### src/rtl/core/mas_pkg.sv
// Package for the metronome accent sequencer core.
// Holds the configuration and command types, register indexes and fixed constants.
// No dependencies.
`timescale 1ns / 1ps

package mas_pkg;

    localparam int COUNT_W = 18;
    localparam logic [COUNT_W-1:0] COUNT_MAX = {COUNT_W{1'b1}};

    // Width of tempo_bpm * beat_length (8 bits by 5 bits).
    localparam int PROD_W = 13;

    localparam int MOD_MAX      = 16;
    localparam int MEAS_MOD_MAX = 32;

    localparam logic [2:0] REG_TEMPO    = 3'd0;
    localparam logic [2:0] REG_BEATS    = 3'd1;
    localparam logic [2:0] REG_NOTE     = 3'd2;
    localparam logic [2:0] REG_BEAT_LEN = 3'd3;
    localparam logic [2:0] REG_SUB_LEN  = 3'd4;
    localparam logic [2:0] REG_ACCENTS  = 3'd5;
    localparam logic [2:0] REG_RUNNING  = 3'd6;

    localparam logic [7:0] RST_TEMPO    = 8'd120;
    localparam logic [5:0] RST_BEATS    = 6'd4;
    localparam logic [4:0] RST_NOTE     = 5'd4;
    localparam logic [4:0] RST_BEAT_LEN = 5'd4;
    localparam logic [4:0] RST_SUB_LEN  = 5'd4;
    localparam logic [2:0] RST_ACCENTS  = 3'd0;
    localparam logic       RST_RUNNING  = 1'b1;

    typedef struct packed {
        logic [7:0] tempo_bpm;
        logic [5:0] beats_per_measure;
        logic [4:0] note_value;
        logic [4:0] beat_length;
        logic [4:0] sub_length;
        logic [2:0] accent_enables;
        logic       running;
    } t_cfg;

    typedef struct packed {
        logic load;    // start a period computation
        logic step;    // one restoring division step
        logic finish;  // round, saturate and store the period
        logic run;     // sequencer may take transactions
    } t_dp_cmd;

    typedef enum logic [1:0] {
        ST_LOAD,
        ST_DIV,
        ST_FIN,
        ST_RUN
    } t_state;

    // Remainder of a by m for small values, m at least one; six restoring steps.
    function automatic logic [5:0] small_mod(input logic [5:0] a, input logic [5:0] m);
        logic [5:0] r;
        r = '0;
        for (int i = 5; i >= 0; i--) begin
            r = {r[4:0], a[i]};
            if (r >= m) begin
                r = r - m;
            end
        end
        return r;
    endfunction

endpackage

### src/rtl/core/metronome_accent_sequencer_core.sv
// Each result is registered on acceptance; one transaction per cycle unless input stalls.
// The result register holds while the output is stalled, and input stalls meanwhile.
// After reset and after every register write the step period is recomputed by a
// bit-serial divider: input stalls through its load, divide and finish states.
// Reset is synchronous and active low; it restores the register defaults and clears all counters.
// Depends on mas_pkg, mas_ctrl and mas_datapath.
`timescale 1ns / 1ps

module metronome_accent_sequencer_core #(
    parameter int TICKS_PER_MINUTE = 250000,
    parameter int FINEST_NOTE      = 16
) (
    input  logic        i_clk,
    input  logic        i_rst_n,
    input  logic        psel,
    input  logic        penable,
    input  logic        pwrite,
    input  logic [4:0]  paddr,
    input  logic [31:0] pwdata,
    output logic [31:0] prdata,
    output logic        pready,
    input  logic        i_in_valid,
    output logic        o_in_stall,
    input  logic        i_tick,
    output logic        o_out_valid,
    input  logic        i_out_stall,
    output logic        o_fired,
    output logic        o_pulse_led,
    output logic        o_beat_led,
    output logic        o_measure_led,
    output logic        o_sub_led
);

    localparam int DIV_BITS = $clog2(TICKS_PER_MINUTE + 1);

    mas_pkg::t_cfg    r_cfg;
    mas_pkg::t_dp_cmd w_cmd;
    logic [2:0]       w_index;
    logic             w_wr;
    logic             w_cfg_wr;
    logic [3:0]       w_leds;

    assign pready   = 1'b1;
    assign w_index  = paddr[4:2];
    assign w_wr     = psel && penable && pwrite && pready;
    assign w_cfg_wr = w_wr && (w_index <= mas_pkg::REG_RUNNING);

    always_ff @(posedge i_clk) begin
        if (!i_rst_n) begin
            r_cfg.tempo_bpm         <= mas_pkg::RST_TEMPO;
            r_cfg.beats_per_measure <= mas_pkg::RST_BEATS;
            r_cfg.note_value        <= mas_pkg::RST_NOTE;
            r_cfg.beat_length       <= mas_pkg::RST_BEAT_LEN;
            r_cfg.sub_length        <= mas_pkg::RST_SUB_LEN;
            r_cfg.accent_enables    <= mas_pkg::RST_ACCENTS;
            r_cfg.running           <= mas_pkg::RST_RUNNING;
        end else if (w_wr) begin
            unique case (w_index)
                mas_pkg::REG_TEMPO:    r_cfg.tempo_bpm         <= pwdata[7:0];
                mas_pkg::REG_BEATS:    r_cfg.beats_per_measure <= pwdata[5:0];
                mas_pkg::REG_NOTE:     r_cfg.note_value        <= pwdata[4:0];
                mas_pkg::REG_BEAT_LEN: r_cfg.beat_length       <= pwdata[4:0];
                mas_pkg::REG_SUB_LEN:  r_cfg.sub_length        <= pwdata[4:0];
                mas_pkg::REG_ACCENTS:  r_cfg.accent_enables    <= pwdata[2:0];
                mas_pkg::REG_RUNNING:  r_cfg.running           <= pwdata[0];
                default:               r_cfg                   <= r_cfg;
            endcase
        end
    end

    always_comb begin
        unique case (w_index)
            mas_pkg::REG_TEMPO:    prdata = 32'(r_cfg.tempo_bpm);
            mas_pkg::REG_BEATS:    prdata = 32'(r_cfg.beats_per_measure);
            mas_pkg::REG_NOTE:     prdata = 32'(r_cfg.note_value);
            mas_pkg::REG_BEAT_LEN: prdata = 32'(r_cfg.beat_length);
            mas_pkg::REG_SUB_LEN:  prdata = 32'(r_cfg.sub_length);
            mas_pkg::REG_ACCENTS:  prdata = 32'(r_cfg.accent_enables);
            mas_pkg::REG_RUNNING:  prdata = 32'(r_cfg.running);
            default:               prdata = '0;
        endcase
    end

    mas_ctrl #(
        .DIV_BITS (DIV_BITS)
    ) u_ctrl (
        .i_clk    (i_clk),
        .i_rst_n  (i_rst_n),
        .i_cfg_wr (w_cfg_wr),
        .o_cmd    (w_cmd)
    );

    mas_datapath #(
        .TICKS_PER_MINUTE (TICKS_PER_MINUTE),
        .FINEST_NOTE      (FINEST_NOTE)
    ) u_datapath (
        .i_clk       (i_clk),
        .i_rst_n     (i_rst_n),
        .i_cmd       (w_cmd),
        .i_cfg       (r_cfg),
        .i_in_valid  (i_in_valid),
        .o_in_stall  (o_in_stall),
        .i_tick      (i_tick),
        .o_out_valid (o_out_valid),
        .i_out_stall (i_out_stall),
        .o_fired     (o_fired),
        .o_leds      (w_leds)
    );

    assign o_pulse_led   = w_leds[0];
    assign o_beat_led    = w_leds[1];
    assign o_measure_led = w_leds[2];
    assign o_sub_led     = w_leds[3];

`ifndef SYNTHESIS
    // A register write must hold off input until the new period is ready.
    a_wr_stalls: assert property (@(posedge i_clk) disable iff (!i_rst_n)
        w_cfg_wr |=> o_in_stall)
        else $error("input not stalled after a register write");

    // No transaction is taken while a result still waits at the output.
    a_no_overrun: assert property (@(posedge i_clk) disable iff (!i_rst_n)
        !o_in_stall |-> !(o_out_valid && i_out_stall))
        else $error("input open while output result is blocked");

    // A status-only transaction never reports a step.
    a_status_quiet: assert property (@(posedge i_clk) disable iff (!i_rst_n)
        (i_in_valid && !o_in_stall && !i_tick) |=> !o_fired)
        else $error("step reported for a status transaction");
`endif

endmodule

### src/rtl/core/mas_ctrl.sv
// Controller state machine for the metronome accent sequencer.
// Sequences the period division after reset and configuration writes; uses mas_pkg.
`timescale 1ns / 1ps

module mas_ctrl #(
    parameter int DIV_BITS = 18
) (
    input  logic              i_clk,
    input  logic              i_rst_n,
    input  logic              i_cfg_wr,
    output mas_pkg::t_dp_cmd  o_cmd
);

    localparam int CNT_W = (DIV_BITS > 1) ? $clog2(DIV_BITS) : 1;

    mas_pkg::t_state r_state, n_state;
    logic [CNT_W-1:0] r_bit_cnt, n_bit_cnt;

    always_ff @(posedge i_clk) begin
        if (!i_rst_n) begin
            r_state   <= mas_pkg::ST_LOAD;
            r_bit_cnt <= '0;
        end else begin
            r_state   <= n_state;
            r_bit_cnt <= n_bit_cnt;
        end
    end

    // A configuration write restarts the computation from whatever state.
    always_comb begin
        n_state = r_state;
        if (i_cfg_wr) begin
            n_state = mas_pkg::ST_LOAD;
        end else begin
            unique case (r_state)
                mas_pkg::ST_LOAD: n_state = mas_pkg::ST_DIV;
                mas_pkg::ST_DIV: begin
                    if (r_bit_cnt == '0) begin
                        n_state = mas_pkg::ST_FIN;
                    end
                end
                mas_pkg::ST_FIN: n_state = mas_pkg::ST_RUN;
                mas_pkg::ST_RUN: n_state = mas_pkg::ST_RUN;
                default:         n_state = mas_pkg::ST_LOAD;
            endcase
        end
    end

    always_comb begin
        n_bit_cnt = r_bit_cnt;
        if (r_state == mas_pkg::ST_LOAD) begin
            n_bit_cnt = CNT_W'(DIV_BITS - 1);
        end else if (r_state == mas_pkg::ST_DIV && r_bit_cnt != '0) begin
            n_bit_cnt = r_bit_cnt - 1'b1;
        end
    end

    always_comb begin
        o_cmd = '0;
        unique case (r_state)
            mas_pkg::ST_LOAD: o_cmd.load   = 1'b1;
            mas_pkg::ST_DIV:  o_cmd.step   = 1'b1;
            mas_pkg::ST_FIN:  o_cmd.finish = 1'b1;
            mas_pkg::ST_RUN:  o_cmd.run    = 1'b1;
            default:          o_cmd        = '0;
        endcase
    end

endmodule

### src/rtl/core/mas_datapath.sv
// Datapath for the metronome accent sequencer: period divider, tick counter,
// modulo counters, LED levels and the output register. Uses mas_pkg.
`timescale 1ns / 1ps

module mas_datapath #(
    parameter int TICKS_PER_MINUTE = 250000,
    parameter int FINEST_NOTE      = 16
) (
    input  logic             i_clk,
    input  logic             i_rst_n,
    input  mas_pkg::t_dp_cmd i_cmd,
    input  mas_pkg::t_cfg    i_cfg,
    input  logic             i_in_valid,
    output logic             o_in_stall,
    input  logic             i_tick,
    output logic             o_out_valid,
    input  logic             i_out_stall,
    output logic             o_fired,
    output logic [3:0]       o_leds
);

    localparam int DIV_BITS = $clog2(TICKS_PER_MINUTE + 1);
    localparam int QW = (DIV_BITS >= mas_pkg::COUNT_W) ? DIV_BITS + 1 : mas_pkg::COUNT_W + 1;
    localparam int PW = mas_pkg::PROD_W;

    // ---------------- Period divider ----------------
    logic [PW-1:0]       r_div;
    logic [PW-1:0]       r_rem;
    logic [DIV_BITS-1:0] r_quo;
    logic [mas_pkg::COUNT_W-1:0] r_period;

    logic [PW:0]   w_trial;
    logic          w_take;
    logic          w_round;
    logic [QW-1:0] w_q_rnd;

    assign w_trial = {r_rem, r_quo[DIV_BITS-1]};
    assign w_take  = (w_trial >= {1'b0, r_div});
    // Odd rounding rule: up by one when the remainder reaches half the tempo.
    assign w_round = (r_rem >= PW'(i_cfg.tempo_bpm[7:1]));
    assign w_q_rnd = QW'(r_quo) + QW'(w_round);

    always_ff @(posedge i_clk) begin
        if (i_cmd.load) begin
            r_div <= PW'(i_cfg.tempo_bpm) * PW'(i_cfg.beat_length);
            r_rem <= '0;
            r_quo <= DIV_BITS'(TICKS_PER_MINUTE);
        end else if (i_cmd.step) begin
            r_rem <= w_take ? PW'(w_trial - {1'b0, r_div}) : w_trial[PW-1:0];
            r_quo <= {r_quo[DIV_BITS-2:0], w_take};
        end
        if (i_cmd.finish) begin
            if (r_div == '0 || w_q_rnd > QW'(mas_pkg::COUNT_MAX)) begin
                r_period <= mas_pkg::COUNT_MAX;
            end else begin
                r_period <= w_q_rnd[mas_pkg::COUNT_W-1:0];
            end
        end
    end

    // ---------------- Moduli ----------------
    logic [4:0] w_pmod_tab [32];

    for (genvar g = 0; g < 32; g++) begin : g_pmod
        localparam int PM_RAW = (g == 0) ? 0 : FINEST_NOTE / g;
        localparam int PM = (PM_RAW < 1) ? 1 :
                            ((PM_RAW > mas_pkg::MOD_MAX) ? mas_pkg::MOD_MAX : PM_RAW);
        assign w_pmod_tab[g] = 5'(PM);
    end

    logic [5:0] w_pmod, w_bmod, w_smod, w_mmod;

    assign w_pmod = {1'b0, w_pmod_tab[i_cfg.note_value]};
    assign w_bmod = (i_cfg.beat_length == '0) ? 6'd1 :
                    ((i_cfg.beat_length > 5'(mas_pkg::MOD_MAX)) ?
                     6'(mas_pkg::MOD_MAX) : {1'b0, i_cfg.beat_length});
    assign w_smod = (i_cfg.sub_length == '0) ? 6'd1 :
                    ((i_cfg.sub_length > 5'(mas_pkg::MOD_MAX)) ?
                     6'(mas_pkg::MOD_MAX) : {1'b0, i_cfg.sub_length});
    assign w_mmod = (i_cfg.beats_per_measure == '0) ? 6'd1 :
                    ((i_cfg.beats_per_measure > 6'(mas_pkg::MEAS_MOD_MAX)) ?
                     6'(mas_pkg::MEAS_MOD_MAX) : i_cfg.beats_per_measure);

    // ---------------- Sequencer ----------------
    logic [mas_pkg::COUNT_W-1:0] r_tick_cnt, n_tick_cnt;
    logic [3:0] r_pulse_cnt, n_pulse_cnt;
    logic [3:0] r_beat_cnt, n_beat_cnt;
    logic [3:0] r_sub_cnt, n_sub_cnt;
    logic [4:0] r_meas_cnt, n_meas_cnt;
    logic [3:0] r_leds, n_leds;
    logic       r_out_valid, n_out_valid;
    logic       r_fired, n_fired;

    logic       w_accept;
    logic [mas_pkg::COUNT_W-1:0] w_tick_inc;
    logic       w_fire;
    logic [5:0] w_np, w_nb, w_ns, w_nm;

    assign o_in_stall = !i_cmd.run || (r_out_valid && i_out_stall);
    assign w_accept   = i_in_valid && !o_in_stall;

    assign w_tick_inc = (r_tick_cnt < mas_pkg::COUNT_MAX) ? r_tick_cnt + 1'b1 : r_tick_cnt;
    assign w_fire     = i_cfg.running && (w_tick_inc >= r_period);

    assign w_np = mas_pkg::small_mod(6'(r_pulse_cnt) + 6'd1, w_pmod);
    assign w_nb = mas_pkg::small_mod(6'(r_beat_cnt) + 6'd1, w_bmod);
    assign w_ns = mas_pkg::small_mod(6'(r_sub_cnt) + 6'd1, w_smod);
    assign w_nm = mas_pkg::small_mod(6'(r_meas_cnt) + 6'd1, w_mmod);

    always_comb begin
        n_tick_cnt  = r_tick_cnt;
        n_pulse_cnt = r_pulse_cnt;
        n_beat_cnt  = r_beat_cnt;
        n_sub_cnt   = r_sub_cnt;
        n_meas_cnt  = r_meas_cnt;
        n_leds      = r_leds;
        n_fired     = r_fired;
        n_out_valid = r_out_valid && i_out_stall;
        if (w_accept) begin
            n_out_valid = 1'b1;
            n_fired     = 1'b0;
            if (i_tick) begin
                n_tick_cnt = w_tick_inc;
                if (w_fire) begin
                    n_fired     = 1'b1;
                    n_tick_cnt  = '0;
                    n_pulse_cnt = w_np[3:0];
                    n_beat_cnt  = w_nb[3:0];
                    n_sub_cnt   = w_ns[3:0];
                    if (w_np == '0) begin
                        n_leds[0]  = ~r_leds[0];
                        n_meas_cnt = w_nm[4:0];
                        if (w_nm == '0 && i_cfg.accent_enables[1]) begin
                            n_leds[2] = ~r_leds[2];
                        end
                    end
                    if (w_nb == '0 && i_cfg.accent_enables[0]) begin
                        n_leds[1] = ~r_leds[1];
                    end
                    if (w_ns == '0 && i_cfg.accent_enables[2]) begin
                        n_leds[3] = ~r_leds[3];
                    end
                end
            end
        end
    end

    always_ff @(posedge i_clk) begin
        if (!i_rst_n) begin
            r_tick_cnt  <= '0;
            r_pulse_cnt <= '0;
            r_beat_cnt  <= '0;
            r_sub_cnt   <= '0;
            r_meas_cnt  <= '0;
            r_leds      <= '0;
            r_out_valid <= 1'b0;
            r_fired     <= 1'b0;
        end else begin
            r_tick_cnt  <= n_tick_cnt;
            r_pulse_cnt <= n_pulse_cnt;
            r_beat_cnt  <= n_beat_cnt;
            r_sub_cnt   <= n_sub_cnt;
            r_meas_cnt  <= n_meas_cnt;
            r_leds      <= n_leds;
            r_out_valid <= n_out_valid;
            r_fired     <= n_fired;
        end
    end

    assign o_out_valid = r_out_valid;
    assign o_fired     = r_fired;
    assign o_leds      = r_leds;

endmodule
### config.mk
export PLATFORM = sky130hd
export DESIGN_NAME = metronome_accent_sequencer_core
export DESIGN_NICKNAME = d
export VERILOG_FILES = /design/src/rtl/core/mas_pkg.sv /design/src/rtl/core/metronome_accent_sequencer_core.sv /design/src/rtl/core/mas_ctrl.sv /design/src/rtl/core/mas_datapath.sv
export SDC_FILE = /design/constraint.sdc
export NUM_CORES = 1
export LEC_CHECK = 0
export ABC_AREA = 1
export BUFFER_PORTS_ARGS = -buffer_cell sky130_fd_sc_hd__buf_2
export CAP_MARGIN = 40
export CORE_UTILIZATION = 58
export DETAILED_ROUTE_END_ITERATION = 8
export PLACE_DENSITY = 0.81
export SYNTH_ARGS = -nofsm -noshare
export SYNTH_HDL_FRONTEND = slang
export SYNTH_HIERARCHICAL = 1
export SYNTH_SLANG_ARGS = --single-unit
export TNS_END_PERCENT = 30
### constraint.sdc
create_clock -name i_clk -period 25.7 [get_ports i_clk]
set_input_delay 2.57 -clock i_clk [delete_from_list [all_inputs] [get_ports i_clk]]
set_output_delay 2.57 -clock i_clk [all_outputs]
set_load 0.1 [all_outputs]
After elaboration in Yosys (flattened, before gate mapping). Memories as Yosys holds them, arrays and structs flattened. Index checks and enable logic that the tools add are counted.

Equal/unequal tests: 10. Multiplexer cells: 47. Add/sub/neg operators: 32. $lt $le $gt $ge: 34. Bitwise logic cells: 6. Multipliers: 1. Reductions and logical operators: 43.

Operators with widths (number): 5-bit two-way mux (28); 6-bit >= comparator (15); 5-bit subtractor (16); 8-bit case mux with 7 select lines (1); 18-bit two-way mux (2); 6-bit two-way mux (6); 6-bit by 5-bit >= comparator with 1-bit output (5); 6-bit logical NOT (5); 18-bit by 1-bit adder with 19-bit output (1); 19-bit by 18-bit > comparator with 1-bit output (second input constant) (1); 18-bit by 1-bit adder with 18-bit output (second input constant) (1); 18-bit >= comparator (1); 18-bit < comparator (second input constant) (1); 6-bit subtractor (3); 2-bit AND reduction (8); 4-bit by 1-bit adder with 5-bit output (second input constant) (3); 5-bit logical NOT (3); 1-bit by 5-bit subtractor with 5-bit output (first input constant) (3); 14-bit by 13-bit >= comparator with 1-bit output (1); 13-bit by 7-bit >= comparator with 1-bit output (1); 13-bit logical NOT (1); 8-bit by 5-bit multiplier with 13-bit output (1); 13-bit two-way mux (1); 13-bit subtractor (1); other kinds (33) (64).

Logic and storage cells: 199. Register bits after elaboration: 143. Output and inout bits: 40. Memories: 1. Bits of input ports: 45. Bits in read-only memories: 160.

Memories: (name not given) (words 32, width 5, rd ports 1, clocked after Yosys merged registers in 0, wr ports 0, RTL line mas_datapath.sv:73) `assign w_pmod = {1'b0, w_pmod_tab[i_cfg.note_value]};`.

Logic depth before layout (Yosys ltp).
Depth in word-level cells: 18. Gate-level depth with buffers: 67. Gate-level depth less buffers: 67.

Hierarchy. The synthesis kept the hierarchy.

Modules (own cells, without submodules): mas_datapath (instances 1, cells each 1867, seq. area each 2372.3 µm², area an instance 12939.9 µm²); metronome_accent_sequencer_core (instances 1, cells each 299, seq. area each 660.6 µm², area an instance 1883.1 µm²); mas_ctrl (instances 1, cells each 54, seq. area each 140.1 µm², area an instance 405.4 µm²).

Least setup slack after synthesis. OpenSTA, ideal clock, no wires.

Path kind: register to register. Start: register r_cfg[19] (netlist bit). End: register u_datapath.r_leds[2] (netlist: u_datapath/o_leds[2]). Data required time: 25.572 ns. Setup time: 0.128 ns. Buffers on the path: 0. Slack: 16.673 ns. Stages on the path, launching flop included: 55. Data arrival time: 8.900 ns. Clock period less this slack: 9.027 ns. Path through: dfxtp_1 -> nor3_1 -> nand2_1 -> o21ai_0 -> ha_1 -> inv_1 -> ha_1 -> inv_1 -> nand2_1 -> nand3_1 -> inv_1 -> ha_1 -> a21o_1 -> a221oi_1 -> nand3_1 -> or2_2 -> o21ai_0 -> inv_1 -> [19 not listed] -> nand3_1 -> inv_1 -> o21ai_0 -> fa_1 -> nand2_1 -> nand2_1 -> nand2_1 -> nand3_1 -> a21oi_1 -> inv_1 -> o21ai_0 -> nand3_1 -> nor3_1 -> nand3_1 -> nor2_1 -> nand4_1 -> nand2_1 -> nor2_1.

Longest elaborated chain between the ends: 18. Elaborated cells between the ends (all ways): 25. Those cells by class: 6 x add/sub; 7 x order compare; 8 x mux; 4 x reduce/logical.

RTL lines: start: declaration (RTL line metronome_accent_sequencer_core.sv:36) `mas_pkg::t_cfg r_cfg;`; start signal: assignment (RTL line metronome_accent_sequencer_core.sv:66) `default: r_cfg <= r_cfg;`; 6-bit > comparator (RTL line mas_datapath.sv:81) `((i_cfg.beats_per_measure > 6'(mas_pkg::MEAS_MOD_MAX)) ?`; 6-bit two-way mux (RTL line mas_datapath.sv:81); 6-bit two-way mux * (RTL line mas_datapath.sv:80) `assign w_mmod = (i_cfg.beats_per_measure == '0) ? 6'd1 :`; 1-bit by 5-bit subtractor with 5-bit output / 1-bit by 6-bit >= comparator with 1-bit output (equally long branches) (RTL line mas_pkg.sv:64, mas_pkg.sv:63); 5-bit two-way mux (RTL line mas_pkg.sv:63) `if (r >= m) begin`; 5-bit subtractor / 6-bit >= comparator (equally long branches) (RTL line mas_pkg.sv:64, mas_pkg.sv:63); 5-bit two-way mux (RTL line mas_pkg.sv:63); 5-bit subtractor / 6-bit >= comparator (equally long branches) (RTL line mas_pkg.sv:64, mas_pkg.sv:63); [2 not listed]; 5-bit two-way mux (RTL line mas_pkg.sv:63); 5-bit subtractor / 6-bit >= comparator (equally long branches) (RTL line mas_pkg.sv:64, mas_pkg.sv:63); 5-bit two-way mux (RTL line mas_pkg.sv:63); 6-bit subtractor / 6-bit >= comparator (equally long branches) (RTL line mas_pkg.sv:64, mas_pkg.sv:63); 6-bit two-way mux * (RTL line mas_pkg.sv:63); 6-bit logical NOT * (RTL line mas_datapath.sv:133) `if (w_nm == '0 && i_cfg.accent_enables[1]) begin`; 1-bit logical AND * (RTL line mas_datapath.sv:133); 5-bit AND reduction (no line) *; end signal: assignment (RTL line mas_datapath.sv:164) `r_leds <= n_leds;`; end: declaration (RTL line mas_datapath.sv:90) `logic [3:0] r_leds, n_leds;`.

Mark *: on every way between the ends. The rest lies on a longest branch, timed or not. A chain may end at the register's enable or synchronous reset.

Worst setup path after layout.
Start: register r_cfg[13] (netlist bit). End: register u_datapath.r_leds[1] (netlist: u_datapath/o_leds[1]).

Longest elaborated chain between the ends: 18. Elaborated cells between the ends (all ways): 25. Those cells by class: 6 x add/sub; 7 x order compare; 8 x mux; 4 x reduce/logical.

RTL lines: 5-bit > comparator (RTL line mas_datapath.sv:75) `((i_cfg.beat_length > 5'(mas_pkg::MOD_MAX)) ?`; 5-bit two-way mux (RTL line mas_datapath.sv:75); 5-bit two-way mux * (RTL line mas_datapath.sv:74) `assign w_bmod = (i_cfg.beat_length == '0) ? 6'd1 :`; 1-bit by 5-bit subtractor with 5-bit output / 1-bit by 6-bit >= comparator with 1-bit output (equally long branches) (RTL line mas_pkg.sv:64, mas_pkg.sv:63); 5-bit two-way mux (RTL line mas_pkg.sv:63); 5-bit subtractor / 6-bit >= comparator (equally long branches) (RTL line mas_pkg.sv:64, mas_pkg.sv:63); 5-bit two-way mux (RTL line mas_pkg.sv:63); 5-bit subtractor / 6-bit >= comparator (equally long branches) (RTL line mas_pkg.sv:64, mas_pkg.sv:63); [2 not listed]; 5-bit two-way mux (RTL line mas_pkg.sv:63); 5-bit subtractor / 6-bit >= comparator (equally long branches) (RTL line mas_pkg.sv:64, mas_pkg.sv:63); 5-bit two-way mux (RTL line mas_pkg.sv:63); 6-bit subtractor / 6-bit >= comparator (equally long branches) (RTL line mas_pkg.sv:64, mas_pkg.sv:63); 6-bit two-way mux * (RTL line mas_pkg.sv:63); 6-bit logical NOT * (RTL line mas_datapath.sv:137) `if (w_nb == '0 && i_cfg.accent_enables[0]) begin`; 1-bit logical AND * (RTL line mas_datapath.sv:137); 4-bit AND reduction (no line) *.

Marked as above.

==> results.yml <==
outcome:
  status: "finished, final reports clean"
final_layout:
  layout.nets: 2509
  nFillCells: 2195
  num_antenna_cells: 0
  mostFrequentLayoutCell: "nand2_1"
  synthToLayoutAreaGrowth_pct: 6.524
  layout_common_cells: "537 x nand2_1, 336 x inv_1, 186 x nor2_1"
  stdcell_area_um2: 16220
  drive_above_1_share_pct: 7.453
synthesis:
  syn_inst: 2220
  synth_seq_area_share_pct: 20.84
  ys_warn_count: 6
  syn_avg_cell_area_um2: 6.860
  synth_edf_count: 31
  synth_ff_type: "dfxtp_1"
  ys_seq_elements: 143
  synthArstFlopShare_pct: 0
  synth_cell_types: 58
  syn-cell-area_um2: 15230
floorplan:
  die_y_um: 164.0
  core_um2: 25470
  die_area_um2: 26910
  num_rows: 58
  io_pins: 85
  fp.dieW_um: 164.0
  start_util_pct: 59.78
clocking:
  clk_latency_ns: 0.43
  cts_tree: "yes"
  cts_buffers: 17
  cts_resized: 0
  clkTransAtPathRegs_ns: 0.06
  clock-sinks: 143
  h-tree-depth: 4
  clk_path_buf_depth: 2
  postCtsSetupBuffers: 0
  cts-root-buf: "clkbuf_16"
  cts_hold_buf: 0
worst_setup_path:
  crit_fanout: 13
  worst_path_max_delay_cell: "dfxtp_1"
  end_kind: "flip-flop"
  cp.required_ns: 26.03
  reg2reg_to: "u_datapath/o_leds[1]"
  critical-path-max-stage-delay_ns: 0.63
  crit_type: "reg2reg"
  r2r_slack_ns: 14.94
  r2r_start: "r_cfg[13]"
  crit_arrival_ns: 11.09
  reg2reg_depth: 49
  cp-start-kind: "flip-flop"
sta:
  fin_ws_ns: 14.94
  fin_setup_tns_ns: 0
  final_hold_viol_count: 0
  slew_violations: 0
  rsz0062_at_grt: "false"
  tightest_slew_ns: 0.7543
  whs_ns: 0.4616
  skew_ns: 0.008271
  slew_headroom_pct: 49.53
  finalSetupViolations: 0
  fmax_mhz: 92.95
  fin_crit_sh_pct: 41.86
  post-route-min-period_ns: 10.76
pwr:
  p_comb_share_pct: 63.5
  p_clk_share_pct: 18.5
  peakVddDrop_mv: 0.1402
  switching_power_uw: 705.8
  p_sw_share_pct: 49.92
  internal_power_uw: 708.1
  power_density_nw_per_um2: 87.16
  seqPwrFrac_pct: 18.0
  p_leak_nw: 8.285
placed_design:
  portBuffers: 33
  globalplace.congestion: 0.9055
  preCtsSetupSlack_ns: 15.12
  dp.final_hpwl_um: 26060
  place_area_um2: 15610
detailed_routing:
  drt-total-wl_um: 34230
  drc: 0
  wl_per_cell_um: 13.25
  first_pass_iters: 6
  ant_nets: 0
  via_per_inst: 5.473
  dr.first_iter.drc_count: 950
  vias: 14140
run:
  maxCapViolations: 0
global_route:
  grt_max_degree: 58
  antenna_found_initial: 0
  grt_pass1_wl_um: 58030
  grt_usage_pct: 26.12
  grt_pass1_vias: 13080
  grt_remaining_overflow: 0
min_path:
  min_path_cells: 2
  hold_start: "u_ctrl/r_bit_cnt[4]"
  hold_path_class: "reg2reg"
  hold_path_end: "u_ctrl/r_bit_cnt[4]"
[cell usage after synthesis (2+ instances only)]
| cell type | n | area (um^2) |
|---|---|---|
| nand2_1 | 537 | 2016 |
| inv_1 | 336 | 1261 |
| nor2_1 | 187 | 701.9 |
| ha_1 | 184 | 2302 |
| nand3_1 | 148 | 740.7 |
| a21oi_1 | 129 | 645.6 |
| o21ai_0 | 114 | 570.6 |
| dfxtp_1 | 112 | 2242 |
| xor2_1 | 61 | 534.3 |
| xnor2_1 | 43 | 376.6 |
| fa_1 | 39 | 780.8 |
| nand4_1 | 36 | 225.2 |
| edfxtp_1 | 31 | 930.9 |
| buf_4 | 27 | 202.7 |
| clkbuf_1 | 20 | 75.07 |
| nand2_2 | 19 | 118.9 |
| nor3_1 | 16 | 80.08 |
| nor2_2 | 15 | 93.84 |
| o211ai_1 | 15 | 112.6 |
| buf_2 | 13 | 65.06 |
| a31oi_1 | 11 | 68.82 |
| inv_2 | 10 | 37.54 |
| o21ai_1 | 10 | 50.05 |
| or2_2 | 10 | 62.56 |
| a211oi_1 | 9 | 67.56 |
| nand2_4 | 8 | 90.09 |
| nor2_4 | 8 | 90.09 |
| nand3_4 | 7 | 122.6 |
| nor4_1 | 7 | 43.79 |
| a221oi_1 | 6 | 52.55 |
| a21o_1 | 5 | 37.54 |
| nand3_2 | 5 | 50.05 |
| a41oi_1 | 4 | 35.03 |
| nand3b_1 | 4 | 30.03 |
| and2_1 | 3 | 18.77 |
| o21a_1 | 3 | 22.52 |
| o21bai_1 | 3 | 22.52 |
| a21oi_2 | 2 | 17.52 |
| a21oi_4 | 2 | 32.53 |
| buf_1 | 2 | 7.510 |
| conb_1 | 2 | 7.510 |
[routing by layer]
metal	vias to the layer above	global-route usage (%)	wire length, um
met2	374	45.28	16450
met3	57	3.308	1555
met4	0	8.502	631
li1	7224	-	-
met1	6488	33.49	15600
met5	-	0	0
[worst max path at each step]
| stage | slack, ns | startpoint | endpoint | cells past startpoint |
|---|---|---|---|---|
| final | 14.94 | r_cfg[13] | u_datapath/o_leds[1] | 49 |
| after global routing | 13.79 | r_cfg[13] | u_datapath/o_leds[1] | 49 |
| after CTS | 15.08 | r_cfg[13] | u_datapath/o_leds[1] | 49 |
| after detailed placement | 15.12 | r_cfg[13] | u_datapath/o_leds[1] | 49 |
| after global placement | 15.26 | r_cfg[13] | u_datapath/o_leds[1] | 50 |
| after floorplan | 16.67 | r_cfg[19] | u_datapath/o_leds[2] | 54 |
[sequential cells by signal (all words and copies together), names as in the netlist, 5 cells and up]
name                   count
r_cfg                     33
u_ctrl/r_bit_cnt           5
u_datapath/r_div          13
u_datapath/r_meas_cnt      5
u_datapath/r_period       18
u_datapath/r_quo          18
u_datapath/r_rem          13
u_datapath/r_tick_cnt     18
[worst max-delay path: cells and delay by family, from the launching register on]
family,cells,cell delay [ns]
simple gates,20,2.81
buf+inv,8,1.27
fa+ha+maj,7,2.33
flops,1,0.63
compound gates,14,3.57
[power by group through the flow]
stage | logic, mW | registers [mW] | clock network, mW
after detailed placement | 0.884 | 0.259 | 0
after global routing | 1.01 | 0.256 | 0.274
final | 0.898 | 0.255 | 0.261
after global placement | 0.861 | 0.259 | 0
after CTS | 0.890 | 0.255 | 0.264
after floorplan | 0.746 | 0.257 | 0
[through the flow]
stage	total power [mW]	std cells	util (%)
4_1_cts	1.409	2584	63.69
3_5_place_dp	1.143	2552	61.28
5_1_grt	1.542	2584	63.69
3_3_place_gp	1.119	2551	61.23
2_1_floorplan	1.003	2243	-
6_report	1.414	2584	63.69
[area by class of cell]
class                      count  area [um^2]  share of cell area, %
sequential                   143         3173                  19.56
clock inverter                12        145.1                 0.8947
tap                          330        412.9                  2.545
multi-input combinational   1690        10480                  64.61
inverter                     348         1314                  8.099
clock buffer                  20        467.9                  2.885
timing repair buffer          41        229.0                  1.411
[cells by family after synthesis]
group / share of synthesized area [%]
xor gates and xnor gates: 5.981
and+or+nand+nor: 30.05
AOI/OAI and AO/OA: 11.85
muxes: 0.06573
buffers and inverters: 10.93
DFF: 20.84
other: 0.04932
adders and majority gates: 20.24
Power figures use the tool's default switching activity.
